### config.mk
export PLATFORM = sky130hd
export DESIGN_NAME = like_wildcard_matcher_core
export DESIGN_NICKNAME = d
export VERILOG_FILES = /design/src/hdl/lwm_pkg.sv /design/src/hdl/lwm_cell.sv /design/src/hdl/like_wildcard_matcher_core.sv
export SDC_FILE = /design/constraint.sdc
export NUM_CORES = 1
export LEC_CHECK = 0
export BUFFER_PORTS_ARGS = -buffer_cell sky130_fd_sc_hd__buf_2
export CORE_UTILIZATION = 40
export CTS_CLUSTER_DIAMETER = 40
export DETAILED_ROUTE_END_ITERATION = 12
export SKIP_LAST_GASP = 1
export SYNTH_ARGS = -nofsm -noshare
export SYNTH_HDL_FRONTEND = slang
export SYNTH_SLANG_ARGS = --single-unit
### constraint.sdc
create_clock -name i_clk -period 5.3 [get_ports i_clk]
set_input_delay 0.265 -clock i_clk [delete_from_list [all_inputs] [get_ports i_clk]]
set_output_delay 0.265 -clock i_clk [all_outputs]
set_load 0.01 [all_outputs]
### src/hdl/lwm_pkg.sv
// Shared types and constants for the LIKE wildcard matcher.
// No dependencies; used by lwm_cell and like_wildcard_matcher_core.
`timescale 1ns / 1ps

package lwm_pkg;

    localparam logic [7:0] SYM_PERCENT    = 8'h25;
    localparam logic [7:0] SYM_UNDERSCORE = 8'h5F;
    localparam logic [7:0] SYM_NUL        = 8'h00;

    typedef enum logic [1:0] {
        FUNC_CLEAR  = 2'd0,
        FUNC_APPEND = 2'd1,
        FUNC_TEXT   = 2'd2,
        FUNC_END    = 2'd3
    } t_func;

    typedef enum logic [1:0] {
        TRUTH_FALSE   = 2'd0,
        TRUTH_TRUE    = 2'd1,
        TRUTH_UNKNOWN = 2'd2
    } t_truth;

    // What every cell does this cycle.
    typedef enum logic [1:0] {
        CELL_HOLD    = 2'd0,
        CELL_ADVANCE = 2'd1,
        CELL_RESTART = 2'd2
    } t_cell_mode;

    typedef struct packed {
        t_cell_mode mode;
        logic       append;   // store sym at the cell whose index equals the current length
        logic [7:0] sym;      // pattern byte on append, text byte on advance
    } t_cell_ctrl;

endpackage

### src/hdl/lwm_cell.sv
// One pattern position of the LIKE matcher: stored byte plus live bit.
// Depends on lwm_pkg; chained by like_wildcard_matcher_core.
`timescale 1ns / 1ps

module lwm_cell #(
    parameter int LEN_W = 6,
    parameter int IDX   = 0
) (
    input  logic              i_clk,
    input  logic              i_rst_n,
    input  lwm_pkg::t_cell_ctrl i_ctrl,
    input  logic [LEN_W-1:0]  i_len,
    input  logic [LEN_W-1:0]  i_len_next,
    input  logic              i_adv,
    input  logic              i_carry,
    output logic              o_adv,
    output logic              o_carry,
    output logic              o_live
);

    localparam logic [LEN_W-1:0] MY_IDX = LEN_W'(IDX);

    logic [7:0] r_sym;
    logic       r_live;
    logic       n_live;
    logic       wr;
    logic [7:0] sym_next;
    logic       used_cur;
    logic       used_next;
    logic       pct_cur;
    logic       pct_next;
    logic       match;
    logic       pre;
    logic       post;

    assign wr        = i_ctrl.append && (i_len == MY_IDX);
    assign sym_next  = wr ? i_ctrl.sym : r_sym;
    assign used_cur  = MY_IDX < i_len;
    assign used_next = MY_IDX < i_len_next;
    assign pct_cur   = used_cur && (r_sym == lwm_pkg::SYM_PERCENT);
    assign pct_next  = used_next && (sym_next == lwm_pkg::SYM_PERCENT);
    assign match     = used_cur && !pct_cur &&
                       ((r_sym == lwm_pkg::SYM_UNDERSCORE) || (r_sym == i_ctrl.sym));

    // Consume one text byte: hand the token to the right neighbor.
    assign o_adv = (i_ctrl.mode == lwm_pkg::CELL_ADVANCE) && r_live && match;

    always_comb begin
        unique case (i_ctrl.mode)
            lwm_pkg::CELL_HOLD:    pre = r_live;
            lwm_pkg::CELL_ADVANCE: pre = (r_live && pct_cur) || i_adv;
            lwm_pkg::CELL_RESTART: pre = i_adv;
            default:               pre = r_live;
        endcase
    end

    // Percent closure ripples rightward through runs of '%'.
    assign post    = pre || i_carry;
    assign o_carry = post && pct_next;
    assign n_live  = (i_ctrl.mode == lwm_pkg::CELL_HOLD) ? r_live : post;
    assign o_live  = r_live;

    always_ff @(posedge i_clk) begin
        if (!i_rst_n) begin
            r_live <= (IDX == 0);
        end else begin
            r_live <= n_live;
        end
    end

    always_ff @(posedge i_clk) begin
        if (wr) begin
            r_sym <= i_ctrl.sym;
        end
    end

endmodule

### src/hdl/like_wildcard_matcher_core.sv
// SQL LIKE wildcard matcher: top level with the cell chain and result stage.
// Depends on lwm_pkg and lwm_cell.
`timescale 1ns / 1ps

// Usage
//   Request channel (i_valid / o_stall, fields i_func, i_symbol):
//     FUNC_CLEAR empties the pattern, FUNC_APPEND adds one pattern byte,
//     FUNC_TEXT feeds one text byte, FUNC_END closes the text and asks for a result.
//     A zero symbol on append or text is dropped without effect.
//   Result channel (o_valid / i_stall, fields o_truth, o_pattern_overflow):
//     one result per FUNC_END: false, true, or unknown when the text or the
//     pattern was empty. o_pattern_overflow flags a pattern cut at MAX_PATTERN bytes.
//   Throughput: one request per cycle of any kind while o_stall is low. Each
//     pattern position is a cell; all cells update in parallel from the
//     previous live set, so the whole chain consumes a text byte in one update.
//   Result: a FUNC_END result is registered in the output register, or in the skid.
//   Stall: a two-entry result stage (output register plus skid) absorbs one
//     extra result; o_stall rises only while both entries are full.
//   Reset (synchronous, active low): empty pattern, no overflow, no text seen,
//     only position zero live, result stage empty. No clearing pass is needed.
module like_wildcard_matcher_core #(
    parameter int MAX_PATTERN = 32
) (
    input  logic       i_clk,
    input  logic       i_rst_n,
    input  logic       i_valid,
    output logic       o_stall,
    input  logic [1:0] i_func,
    input  logic [7:0] i_symbol,
    output logic       o_valid,
    input  logic       i_stall,
    output logic [1:0] o_truth,
    output logic       o_pattern_overflow
);

    localparam int LEN_W = $clog2(MAX_PATTERN + 1);
    localparam logic [LEN_W-1:0] LEN_MAX = LEN_W'(MAX_PATTERN);

    lwm_pkg::t_cell_ctrl ctrl;
    lwm_pkg::t_func      func;
    lwm_pkg::t_truth     result_truth;

    logic [LEN_W-1:0]   r_len;
    logic [LEN_W-1:0]   n_len;
    logic               r_ovf;
    logic               n_ovf;
    logic               r_text_seen;
    logic               n_text_seen;
    logic               r_live_last;
    logic               n_live_last;
    logic               accept;
    logic               take_end;
    logic               out_take;
    logic [MAX_PATTERN:0] adv;
    logic [MAX_PATTERN:0] carry;
    logic [MAX_PATTERN:0] live_vec;

    logic               r_out_valid;
    lwm_pkg::t_truth    r_out_truth;
    logic               r_out_ovf;
    logic               r_skid_valid;
    lwm_pkg::t_truth    r_skid_truth;
    logic               r_skid_ovf;

    assign accept   = i_valid && !o_stall;
    assign func     = lwm_pkg::t_func'(i_func);
    assign out_take = r_out_valid && !i_stall;

    // Decode the request into a command for the whole chain.
    always_comb begin
        ctrl.mode   = lwm_pkg::CELL_HOLD;
        ctrl.append = 1'b0;
        ctrl.sym    = i_symbol;
        n_len       = r_len;
        n_ovf       = r_ovf;
        n_text_seen = r_text_seen;
        take_end    = 1'b0;
        if (accept) begin
            unique case (func)
                lwm_pkg::FUNC_CLEAR: begin
                    n_len       = '0;
                    n_ovf       = 1'b0;
                    n_text_seen = 1'b0;
                    ctrl.mode   = lwm_pkg::CELL_RESTART;
                end
                lwm_pkg::FUNC_APPEND: begin
                    if (i_symbol != lwm_pkg::SYM_NUL) begin
                        if (r_len < LEN_MAX) begin
                            ctrl.append = 1'b1;
                            n_len       = r_len + LEN_W'(1);
                        end else begin
                            // store full: drop the byte, flag truncation
                            n_ovf = 1'b1;
                        end
                        n_text_seen = 1'b0;
                        ctrl.mode   = lwm_pkg::CELL_RESTART;
                    end
                end
                lwm_pkg::FUNC_TEXT: begin
                    if (i_symbol != lwm_pkg::SYM_NUL) begin
                        n_text_seen = 1'b1;
                        ctrl.mode   = lwm_pkg::CELL_ADVANCE;
                    end
                end
                lwm_pkg::FUNC_END: begin
                    take_end    = 1'b1;
                    n_text_seen = 1'b0;
                    ctrl.mode   = lwm_pkg::CELL_RESTART;
                end
                default: begin
                    ctrl.mode = lwm_pkg::CELL_HOLD;
                end
            endcase
        end
    end

    // Seed position zero on restart; nothing enters from the left otherwise.
    assign adv[0]   = (ctrl.mode == lwm_pkg::CELL_RESTART);
    assign carry[0] = 1'b0;

    for (genvar g = 0; g < MAX_PATTERN; g++) begin : g_cell
        lwm_cell #(
            .LEN_W (LEN_W),
            .IDX   (g)
        ) u_cell (
            .i_clk      (i_clk),
            .i_rst_n    (i_rst_n),
            .i_ctrl     (ctrl),
            .i_len      (r_len),
            .i_len_next (n_len),
            .i_adv      (adv[g]),
            .i_carry    (carry[g]),
            .o_adv      (adv[g+1]),
            .o_carry    (carry[g+1]),
            .o_live     (live_vec[g])
        );
    end

    // Final position past the last cell: only accepts, never advances.
    assign n_live_last = (ctrl.mode == lwm_pkg::CELL_HOLD) ? r_live_last
                                                           : (adv[MAX_PATTERN] || carry[MAX_PATTERN]);
    assign live_vec[MAX_PATTERN] = r_live_last;

    always_comb begin
        if (!r_text_seen || (r_len == '0)) begin
            result_truth = lwm_pkg::TRUTH_UNKNOWN;
        end else if (live_vec[r_len]) begin
            result_truth = lwm_pkg::TRUTH_TRUE;
        end else begin
            result_truth = lwm_pkg::TRUTH_FALSE;
        end
    end

    always_ff @(posedge i_clk) begin
        if (!i_rst_n) begin
            r_len       <= '0;
            r_ovf       <= 1'b0;
            r_text_seen <= 1'b0;
            r_live_last <= 1'b0;
        end else begin
            r_len       <= n_len;
            r_ovf       <= n_ovf;
            r_text_seen <= n_text_seen;
            r_live_last <= n_live_last;
        end
    end

    // Result stage: output register backed by one skid entry.
    always_ff @(posedge i_clk) begin
        if (!i_rst_n) begin
            r_out_valid  <= 1'b0;
            r_skid_valid <= 1'b0;
        end else if (take_end) begin
            // skid is empty here: o_stall was low
            if (!r_out_valid || out_take) begin
                r_out_valid <= 1'b1;
                r_out_truth <= result_truth;
                r_out_ovf   <= r_ovf;
            end else begin
                r_skid_valid <= 1'b1;
                r_skid_truth <= result_truth;
                r_skid_ovf   <= r_ovf;
            end
        end else if (out_take) begin
            if (r_skid_valid) begin
                r_out_truth  <= r_skid_truth;
                r_out_ovf    <= r_skid_ovf;
                r_skid_valid <= 1'b0;
            end else begin
                r_out_valid <= 1'b0;
            end
        end
    end

    assign o_stall            = r_skid_valid;
    assign o_valid            = r_out_valid;
    assign o_truth            = r_out_truth;
    assign o_pattern_overflow = r_out_ovf;

endmodule

==> impl_metrics.py <==
metrics = {
    "die": {
        "rows": 77,
        "die_area_sq_um": 46200,
        "die_height_um": 214.9,
        "start_util_pct": 40.75,
        "io_pins": 19,
        "coreArea_sq_um": 44510,
        "die_w_um": 214.9,
    },
    "clock_tree": {
        "postCtsSetupBuffers": 0,
        "clockBufferDepth": 3,
        "tritoncts": "done",
        "cts_buffers": 49,
        "cts_root_buf": "clkbuf_16",
        "htree_levels": 2,
        "clk_latency_ps": 580,
        "cts_sinks": 305,
        "clkTransAtPathRegs_ps": 50,
    },
    "route": {
        "vias": 15250,
        "post-route-drc-count": 0,
        "drt_iter0_drc": 1409,
        "dr.pass1.iters": 5,
        "wl_mm": 53.45,
        "detail_route.wl_per_cell_um": 20.80,
        "via_per_inst": 5.932,
        "antenna_left": 0,
    },
    "worst_hold_path": {
        "hold_class": "in2reg",
    },
    "global_routing": {
        "grt_pass1_wl_mm": 84.13,
        "grt_usage_pct": 22.88,
        "grt_max_degree": 46,
        "overflow": 0,
        "first_global_vias": 14780,
        "antenna_found_initial": 1,
    },
    "synthesis": {
        "yosysWarnings": 0,
        "ys.flop_type": "dfxtp_1",
        "syn_inst": 1927,
        "synthDistinctLibCells": 98,
        "ys_seq_elements": 305,
        "seq_area_frac_synth_pct": 34.00,
        "avgSynthCellArea_sq_um": 9.412,
        "syn_area_sq_um": 18140,
        "async_reset_ff_share_pct": 0,
        "synth_fp_nets": 1953,
        "synth-edff-count": 6,
    },
    "pwr": {
        "irDropWorstVdd_mv": 0.2406,
        "power_switching_uw": 1488,
        "p_int_uw": 4627,
        "swShare_pct": 24.33,
        "p_total_uw": 6115,
        "power_leakage_uw": 0.007632,
        "combinationalPowerShare_pct": 8.1,
        "p_per_area_nw_per_um2": 296.8,
        "clkPwrFrac_pct": 52.3,
        "p_seq_share_pct": 39.6,
    },
    "sta": {
        "setup_violations": 0,
        "setup-tns-final_ps": 0,
        "fin_crit_ps": 4658,
        "fin_crit_sh_pct": 87.89,
        "rsz0062_at_grt": "false",
        "final_hold_viol_count": 0,
        "slew_headroom_pct": 38.57,
        "fin_skew_ps": 27.62,
        "whs_ps": 95.30,
        "fmax_mhz": 214.7,
        "tightest_slew_ps": 909.9,
        "drv_slew": 0,
    },
    "final_layout": {
        "fillers": 4270,
        "final_cell_mix": "dfxtp_1, mux2_2, nand2_1",
        "drive_gt1_share_pct": 24.01,
        "syn2layout_area_growth_pct": 13.60,
        "multi_input_area_sq_um": 11330,
        "layout_commonest_cell": "dfxtp_1",
        "fin_nets": 1963,
        "diodes": 0,
        "register_area_sq_um": 6166,
    },
    "worst_setup_path": {
        "start_kind": "flop",
        "crit_fanout": 20,
        "crit_path_end_kind": "flop",
        "worstSetupPathType": "reg2reg",
        "arrival_ps": 5100,
        "crit_required_ps": 5740,
    },
    "placed_design": {
        "gp_congestion": 0.9770,
        "dpl.hpwl_mm": 36.74,
        "io_buffer_count": 18,
    },
    "outcome": {
        "status": "finished clean",
    },
    "job": {
        "cap_violations": 0,
    },
}
-- per-stage QoR --
| step | area (sq um) | setup slack, ps | instances | utilization, % |
|---|---|---|---|---|
| after floorplan | 18140 | 1266 | 1927 | - |
| after global placement | 18930 | 600.1 | 2477 | 42.53 |
| after detailed placement | 18930 | 589.5 | 2477 | 42.53 |
| after CTS | 20600 | 770.1 | 2570 | 46.29 |
| after global routing | 20600 | 459.1 | 2570 | 46.29 |
| final | 20600 | 641.6 | 2570 | 46.29 |
-- layout make-up --
cell class,instances,share of cell area (%)
timing repair buffer,81,2.842
multi-input combinational,1469,55.00
clock inverter,24,1.421
sequential,305,29.92
inverter,31,0.5647
clock buffer,68,6.649
tap,592,3.595
-- power groups by stage --
stage	combinational (uW)	sequential, uW	clock [uW]
after floorplan	364	2450	0
after global placement	477	2470	0
after detailed placement	484	2470	0
after CTS	488	2420	3270
after global routing	533	2430	3380
final	492	2420	3200
-- cell usage after synthesis, types with 6 or more instances --
cell	number	share of area, %
nor4b_1	8	0.39
nand2_1	155	3.2
mux4_2	9	1.1
o211ai_1	18	0.75
mux2_2	256	16
buf_2	30	0.83
a211oi_1	9	0.37
and4b_1	8	0.44
xnor2_1	152	7.3
buf_1	16	0.33
or4b_2	18	0.99
mux2i_1	18	0.99
nor3_1	38	1.0
nor2b_1	16	0.55
nand4_1	67	2.3
and3_1	12	0.41
xor2_1	104	5.0
a21boi_0	9	0.37
a31oi_1	18	0.62
edfxtp_1	6	0.99
o21a_1	10	0.41
nor4bb_1	6	0.33
a21o_1	6	0.25
clkbuf_1	72	1.5
nor2_1	94	1.9
nor4_1	54	1.9
or4_1	12	0.50
or3_1	15	0.52
inv_1	31	0.64
nand2b_1	6	0.21
a21oi_1	44	1.2
o31ai_1	15	0.62
ha_1	12	0.83
o21ai_0	68	1.9
dfxtp_1	299	33
a221oi_1	6	0.29
nand3_1	33	0.91
nand3b_1	26	1.1
-- routing by layer --
metal	global-route usage (%)	wire, um	up-vias
met4	10.24	2243	0
met5	0	0	-
met1	29.58	23750	7379
li1	-	-	7151
met2	37.29	24000	552
met3	3.808	3459	163
-- state kept, by name (all words and copies together), names as in the netlist --
signal / cells
r_len: 6
g_cell.u_cell.r_sym: 256
o_truth: 2
r_text_seen: 1
o_pattern_overflow: 1
r_ovf: 1
r_skid_ovf: 1
r_live_last: 1
g_cell.u_cell.o_live: 32
r_skid_truth: 2
o_stall: 1
o_valid: 1
-- critical path, stage by stage, from the launching register on --
cell	delay, ps
dfxtp_1	390
nor2b_1	330
a21boi_0	280
buf_4	180
nand2_1	90
ha_1	300
buf_4	310
inv_1	260
a21o_1	210
a32oi_1	170
o311ai_0	290
o21ai_0	500
a211oi_1	160
or3_4	370
o21ai_4	270
o21bai_1	140
o31a_1	250
-- final timing paths --
kind,to,cells past startpoint,from,slack (ps)
worst min register to register,g_cell[23].u_cell.r_sym[7]$_DFF_P_,2,g_cell[23].u_cell.r_sym[7]$_DFF_P_,470
worst min-delay path,o_stall$_SDFFE_PN0P_,3,i_valid,100
worst max register to register,g_cell[26].u_cell.o_live$_SDFFE_PN0P_,16,o_stall$_SDFFE_PN0P_,640
worst max-delay path,g_cell[26].u_cell.o_live$_SDFFE_PN0P_,16,o_stall$_SDFFE_PN0P_,640
-- cells by family after synthesis --
group | after synthesis | share of synthesized area [%]
AND/OR/NAND/NOR | 612 | 19.06
flip-flops | 305 | 34.00
buffers and inverters | 153 | 3.518
AO/OA/AOI/OAI | 305 | 12.16
adder cells (fa/ha/maj) | 12 | 0.8278
multiplexers | 284 | 18.08
XOR/XNOR | 256 | 12.36
-- timing repair --
item | 4_1_cts | 5_1_grt
gates resized for setup | 0 | 0
hold endpoints to repair | 1 | 0
hold buffers | 1 | 0
Note: power is estimated with default switching activity, not from simulation.
